`config.mk`:
```
export PLATFORM = sky130hd
export DESIGN_NAME = eucm_sqrt_pipe
export DESIGN_NICKNAME = d
export VERILOG_FILES = /design/src/design/eucm_pkg.sv /design/src/design/eucm_sqrt_pipe.sv
export SDC_FILE = /design/constraint.sdc
export NUM_CORES = 2
export LEC_CHECK = 0
export BUFFER_PORTS_ARGS = -buffer_cell sky130_fd_sc_hd__buf_4
export CORE_MARGIN = 4
export CORE_UTILIZATION = 60
export CTS_CLUSTER_DIAMETER = 60
export DETAILED_ROUTE_END_ITERATION = 10
export PLACE_DENSITY_LB_ADDON = 0.12
export SLEW_MARGIN = 20
export SYNTH_ARGS = -nofsm -noshare
export SYNTH_HDL_FRONTEND = slang
export SYNTH_SLANG_ARGS = --single-unit
export TNS_END_PERCENT = 10
```
`constraint.sdc`:
```
create_clock -name clock -period 5.9 [get_ports clock]
set_clock_uncertainty 0.2 [all_clocks]
set_input_delay 0.295 -clock clock [delete_from_list [all_inputs] [get_ports clock]]
set_output_delay 0.295 -clock clock [all_outputs]
set_load 0.005 [all_outputs]
```
`src/design/eucm_pkg.sv`:
```
`default_nettype none
package eucm_pkg;

   // square root pipe geometry
   localparam int SQRT_STAGES = 26;
   localparam int S_W         = 2 * SQRT_STAGES;
   localparam int ROOT_W      = SQRT_STAGES;
   localparam int SREM_W      = ROOT_W + 3;

   // divider pipe geometry
   localparam int DIV_STAGES  = 29;
   localparam int NUM_W       = 60;
   localparam int DEN_W       = 44;
   localparam int REM_W       = DEN_W + 1;

   // register indexes
   localparam logic [2:0] REG_FOCAL_U = 3'd0;
   localparam logic [2:0] REG_FOCAL_V = 3'd1;
   localparam logic [2:0] REG_CENTER_U = 3'd2;
   localparam logic [2:0] REG_CENTER_V = 3'd3;
   localparam logic [2:0] REG_SHAPE_ALPHA = 3'd4;
   localparam logic [2:0] REG_SHAPE_BETA = 3'd5;

   // output range
   localparam logic signed [31:0] OUT_MAX = 32'sd8388607;
   localparam logic signed [31:0] OUT_MIN = -32'sd8388608;

   // ray components riding along the square root pipe
   typedef struct packed {
      logic signed [15:0] x;
      logic signed [15:0] y;
      logic signed [15:0] z;
   } ray_type;

   // per-axis status riding along the divider pipe
   typedef struct packed {
      logic neg;
      logic ovf;
      logic ok;
   } div_tag_type;

endpackage
`default_nettype wire

```
`src/design/eucm_sqrt_pipe.sv`:
```
`default_nettype none
module eucm_sqrt_pipe import eucm_pkg::*; (
   input  wire logic              clock,
   input  wire logic              reset,
   input  wire logic              in_vld,
   input  wire logic [S_W-1:0]    in_s,
   input  wire ray_type           in_tag,
   output logic                   out_vld,
   output logic [ROOT_W-1:0]      out_root,
   output ray_type                out_tag
);

   logic                vld_ff  [SQRT_STAGES];
   logic [S_W-1:0]      s_ff    [SQRT_STAGES];
   logic [SREM_W-1:0]   rem_ff  [SQRT_STAGES];
   logic [ROOT_W-1:0]   root_ff [SQRT_STAGES];
   ray_type             tag_ff  [SQRT_STAGES];

   logic [SREM_W-1:0]   rem_in  [SQRT_STAGES];
   logic [ROOT_W-1:0]   root_in [SQRT_STAGES];

   // one result bit per stage, restoring digit recurrence
   always_comb begin
      logic [S_W-1:0]    s_cur;
      logic [SREM_W-1:0] rem_cur;
      logic [ROOT_W-1:0] root_cur;
      logic [SREM_W-1:0] rem_sh;
      logic [SREM_W-1:0] trial;
      for (int j = 0; j < SQRT_STAGES; j++) begin
         if (j == 0) begin
            s_cur    = in_s;
            rem_cur  = '0;
            root_cur = '0;
         end else begin
            s_cur    = s_ff[j-1];
            rem_cur  = rem_ff[j-1];
            root_cur = root_ff[j-1];
         end
         rem_sh = {rem_cur[SREM_W-3:0], s_cur[2*(SQRT_STAGES-1-j)+1 -: 2]};
         trial  = {1'b0, root_cur, 2'b01};
         if (rem_sh >= trial) begin
            rem_in[j]  = rem_sh - trial;
            root_in[j] = {root_cur[ROOT_W-2:0], 1'b1};
         end else begin
            rem_in[j]  = rem_sh;
            root_in[j] = {root_cur[ROOT_W-2:0], 1'b0};
         end
      end
   end

   // valid bits
   always_ff @(posedge clock) begin
      if (reset) begin
         for (int j = 0; j < SQRT_STAGES; j++) vld_ff[j] <= 1'b0;
      end else begin
         for (int j = 0; j < SQRT_STAGES; j++) vld_ff[j] <= (j == 0) ? in_vld : vld_ff[j-1];
      end
   end

   // stage payload
   always_ff @(posedge clock) begin
      for (int j = 0; j < SQRT_STAGES; j++) begin
         s_ff[j]    <= (j == 0) ? in_s : s_ff[j-1];
         tag_ff[j]  <= (j == 0) ? in_tag : tag_ff[j-1];
         rem_ff[j]  <= rem_in[j];
         root_ff[j] <= root_in[j];
      end
   end

   assign out_vld  = vld_ff[SQRT_STAGES-1];
   assign out_root = root_ff[SQRT_STAGES-1];
   assign out_tag  = tag_ff[SQRT_STAGES-1];

endmodule
`default_nettype wire

```
# == Yosys cells after proc, flatten, opt, wreduce, memory -nomap -nowiden ==
# Memory sizes are Yosys's and may differ from the RTL's.
# Cells that the tools add are included.
# word_totals
reg_bits,0
mem_bits_rw,4056
inputBits,103
output_inout_bits,75
memories,5
# op_classes
add_sub_neg,26
n_lt_le_gt_ge,26
mux,81
n_bitwise,26
# memory_table
name,depth,width,read_ports,rd_clocked_by_memory_dff,write_ports,line_no,text
s_ff,26,52,25,0,26,eucm_sqrt_pipe.sv:14,logic [S_W-1:0] s_ff [SQRT_STAGES];
tag_ff,26,48,26,0,26,eucm_sqrt_pipe.sv:17,ray_type tag_ff [SQRT_STAGES];
rem_ff,26,29,25,0,26,eucm_sqrt_pipe.sv:15,logic [SREM_W-1:0] rem_ff [SQRT_STAGES];
root_ff,26,26,26,0,26,eucm_sqrt_pipe.sv:16,logic [ROOT_W-1:0] root_ff [SQRT_STAGES];
vld_ff,26,1,26,0,26,eucm_sqrt_pipe.sv:13,logic vld_ff [SQRT_STAGES];
# ops
cell,count
2-to-1 mux 29 bit,26
>= comparator 29 x 28 -> 1 bit,25
subtractor 29 x 28 -> 29 bit,25
2-to-1 mux 1 bit,55
bitwise OR 1 bit,26
"subtractor 2 x 1 -> 3 bit, second input constant",1
">= comparator 2 x 1 -> 1 bit, second input constant",1

# == Logic depth before layout (Yosys ltp) ==
# depth
word_depth,3
ltp_mapped,14
ltp_nobuf,12

# == Worst setup path after synthesis ==
# No wires, ideal clock.
# synth_path
kind,reg-to-reg
startpoint,memory root_ff[1][138] (netlist name)
endpoint,memory rem_ff[1][188] (netlist name)
setup_ns,0.131
arrival_time_ns,2.989
t_required_ns,5.569
slack_ns,2.580
path_stages_with_launch,13
period_less_slack_ns,3.320
cell_sequence,dfxtp_1 > inv_1 > ha_1 > a21o_1 > a221oi_1 > o211ai_1 > o311a_1 > o21a_1 > o31a_1 > nor3_1 > clkbuf_1 > clkbuf_1 > o21ai_0
# synth_rtl
item,line_no
from (decl),eucm_sqrt_pipe.sv:16
to (decl),eucm_sqrt_pipe.sv:15

==> results.txt <==
----------------------------------------------------
[Layout]
  Net count, final ... 8,176
  Sequential cell area in the final layout ... 58,300 um2
  Multi-input gate area in the final layout ... 24,600 um2
  Growth of design area from synthesis to finish ... 16.8%
  Layout filler cell count ... 9,849
  Diodes inserted ... 0
  Fraction of layout cells with a size suffix above 1 ... 0.0951
  Final instance count without filler cells ... 9,784
  Utilization after layout ... 0.706

[Timing]
  Transition time at the pin with the least slew margin ... 1.06 ns
  Unrepaired setup endpoints after global routing ... false
  Maximum achievable frequency ... 251 MHz
  Count of final setup violators ... 0
  Worst slew slack as a fraction of its limit ... 0.289
  Number of hold violations in the final report ... 0
  Final worst path period need ... 3.99 ns
  Final count of pins violating max slew ... 0
  Post-route setup slack ... 1.91 ns
  Setup TNS ... 0 ns
  Final clock period utilization by the worst path ... 0.676

[Power]
  Peak ir drop on the vdd network ... 0.000348 V
  Power Dens Cells ... 460 nW/um2
  Static Leak ... 45.7 nW

[Critical path]
  Maximum single-stage delay on the critical path ... 0.45 ns
  Category of cells accounting for the largest share of critical-path delay ... compound AO/OA/AOI/OAI gates
  Data arrival time at the worst-slack endpoint ... 4.50 ns
  Number of buffers and inverters on the critical path ... 2
  Series of cell instances along the critical path ... inv_1, ha_1, or3_1, o22ai_1, o211ai_1, o311a_1, o21a_1, o31a_1, nor3_2, buf_4, mux2_2
  Category of the most critical setup path ... reg2reg
  Data required, critical path ... 6.41 ns
  Highest-delay cell along the critical path ... o311a_1
  CP Launch Type ... flop
  Critical-path maximum fanout ... 47
  Critical Path Sink Type ... flop

[Clock network]
  Clk sinks ... 2,914
  Worst-skew pair later-pin latency ... 0.87 ns
  H-tree Lvls ... 5
  CTS tree ... built
  Deepest clock path buffer count ... 4
  Cell at the root of the clock tree ... clkbuf_16
  CTS resizes ... 0
  Clock transition time at the flip-flop clock pins of the worst setup and hold paths ... 0.06 ns
  Post-CTS Setup Inserts ... 0
  Number of buffers created by CTS ... 287

[Global routing]
  Pin count of the biggest net entering global routing ... 48
  Residual overflow from global routing ... 0
  Met3 track demand over resource ... 0.0321
  Vias in the first global route ... 49,500
  Met1 Track Usage GR ... 0.235
  Number of antenna violations at the first check in global routing ... 2
  First-pass GRT wire length ... 241,000 um
  Met2 Track Usage GR ... 0.355
  Overall Global Routing Usage ... 0.197
  Most utilized layer in the global route result ... met2

[Synth]
  Number of warnings reported in the yosys synthesis log ... 0
  Synth Net Count ... 7,669
  Leading area contributor after synthesis ... dfxtp_1
  Share of synthesized registers carrying an async set or reset ... 0
  Synth top area cells ... dfxtp_1 68%, ha_1 5.5%, xor2_1 2.6%
  Area of the mapped netlist ... 85,600 um2
  Count of state elements after synthesis ... 2,914
  Avg Inst Size Synth ... 11.9 um2
  Prevailing post-synth register cell ... dfxtp_1
  Sequential fraction of the synthesis area ... 0.682
  Count of unique library cells instantiated by Yosys ... 82
  Cells after synthesis ... 7,187
  Post-synth EDFFs ... 0
  Area share of the largest cell type after synthesis ... 0.682

[Place]
  Place WS ... 1.88 ns
  Number of port buffers ... 177
  Final estimated routing congestion in global placement ... 0.938
  Final HPWL DP ... 97,200 um
  Cells after DPL ... 9,091

[Routing]
  Remaining DRCs ... 0
  Via count normalized by instance count ... 5.02
  Total via count in the routed design ... 49,100
  Antenna-violating nets left ... 0
  Number of DRC markers in iteration 0 ... 2,539
  Final routed wire length divided by cell count ... 15.0 um
  Total wire length after detailed routing ... 147,000 um
  First-pass iteration count of the detailed router ... 7

[Floorplan]
  Die height ... 386 um
  Die outline area ... 149,000 um2
  Die width ... 386 um
  IO Count ... 178
  Core Box Area ... 142,000 um2
  Starting density of the core ... 0.604
  FP Rows ... 138

[Run status]
  Status ... completed

[Min path]
  Path category of the worst min-delay check ... reg2reg

[Job]
  Max-cap check violation count ... 0

----------------------------------------------------
stage by stage:
| stage | hold slack (ns) | total power [W] | instance area, um2 |
|---|---|---|---|
| after CTS | 0.0698 | 0.0464 | 99900 |
| after floorplan | 0.110 | 0.0269 | 85600 |
| after detailed placement | 0.112 | 0.0284 | 88500 |
| after global routing | 0.0662 | 0.0481 | 99900 |
| after global placement | 0.109 | 0.0283 | 88500 |
| final | 0.0710 | 0.0460 | 99900 |
registers in the layout (all words and copies together), names as in the netlist:
register  count
root_ff     351
vld_ff       26
rem_ff      639
s_ff        650
tag_ff     1248
report_power, final:
| group | switching (W) | internal, W | total [W] |
|---|---|---|---|
| Clock | 0.00705 | 0.0108 | 0.0178 |
| Sequential | 0.00141 | 0.0220 | 0.0234 |
| Combinational | 0.00253 | 0.00224 | 0.00477 |
| Total | 0.0110 | 0.0350 | 0.0460 |
layer usage:
layer | up-vias | part of all wire
met5 | - | 0
met4 | 0 | 0.036
met3 | 383 | 0.038
met2 | 996 | 0.50
met1 | 22700 | 0.43
li1 | 25000 | -
worst register-to-register path, cell delays in order, from the launching register on:
cell and delay, ns:
dfxtp_1 0.41, inv_1 0.07, ha_1 0.24, or3_1 0.37
o22ai_1 0.38, o211ai_1 0.31, o311a_1 0.45, o21a_1 0.22
o31a_1 0.29, nor3_2 0.11, buf_4 0.41, mux2_2 0.40
cell usage after synthesis (10+ instances only):
cell / count
a2111oi_0: 15
a211oi_1: 29
a21boi_0: 17
a21o_1: 137
a21oi_1: 288
a31oi_1: 31
and2_1: 17
and3_1: 31
buf_4: 75
clkbuf_1: 100
dfxtp_1: 2914
ha_1: 379
inv_1: 473
mux2_2: 51
nand2_1: 453
nand2b_1: 75
nand3_1: 90
nand3b_1: 12
nand4_1: 55
nor2_1: 318
nor2b_1: 86
nor3_1: 142
nor3b_1: 11
nor4_1: 80
nor4b_1: 11
o2111ai_1: 10
o211ai_1: 23
o21a_1: 80
o21ai_0: 344
o21bai_1: 19
o31a_1: 10
o31ai_1: 49
or2_2: 31
or3_1: 54
or4_1: 44
xnor2_1: 240
xor2_1: 258
logic make-up (layout without fill, tap and decap cells):
logic type / count (synthesis) / after routing / share of synthesized area
AO/OA/AOI/OAI: 1139 / 1139 / 0.0830
XOR/XNOR: 498 / 498 / 0.0510
adder cells (fa/ha/maj): 379 / 379 / 0.0554
buffers and inverters: 657 / 1364 / 0.0322
flip-flops: 2914 / 2914 / 0.682
multiplexers: 60 / 60 / 0.00778
other: 1 / 1 / 0.0000438
AND/OR/NAND/NOR: 1539 / 1539 / 0.0889
timing repair:
action | in CTS | in global routing
hold buffers | 204 | 0
hold endpoints to repair | 127 | 0
setup endpoints to repair | 0 | 0
path summary, 6_finish.rpt:
kind	slack [ns]	endpoint	cells past startpoint	start
max reg2reg	1.91	rem_ff[1][191]	11	root_ff[1][132]
max	1.91	rem_ff[1][191]	11	root_ff[1][132]
min	0.07	tag_ff[2][263]	0	tag_ff[2][215]
min reg2reg	0.07	tag_ff[2][263]	0	tag_ff[2][215]
cell usage in the layout (no fill, tap or decap), types with 137 or more instances in the layout:
| cell | synthesis | layout |
|---|---|---|
| nand2_1 | 453 | 453 |
| o21ai_0 | 344 | 344 |
| ha_1 | 379 | 379 |
| dfxtp_1 | 2914 | 2914 |
| dlygate4sd3_1 | 0 | 204 |
| inv_1 | 473 | 473 |
| a21oi_1 | 288 | 287 |
| nor3_1 | 142 | 140 |
| clkbuf_16 | 0 | 292 |
| nor2_1 | 318 | 317 |
| a21o_1 | 137 | 137 |
| xor2_1 | 258 | 258 |
| buf_4 | 75 | 196 |
| xnor2_1 | 240 | 240 |
area by class of cell:
type | instances | share of cell area
tap | 1890 | 0.0237
inverter | 475 | 0.0178
timing repair buffer | 400 | 0.0352
sequential | 2914 | 0.584
clock inverter | 105 | 0.0124
multi-input combinational | 3616 | 0.246
clock buffer | 384 | 0.0815
(Power assumes the default switching activity.)
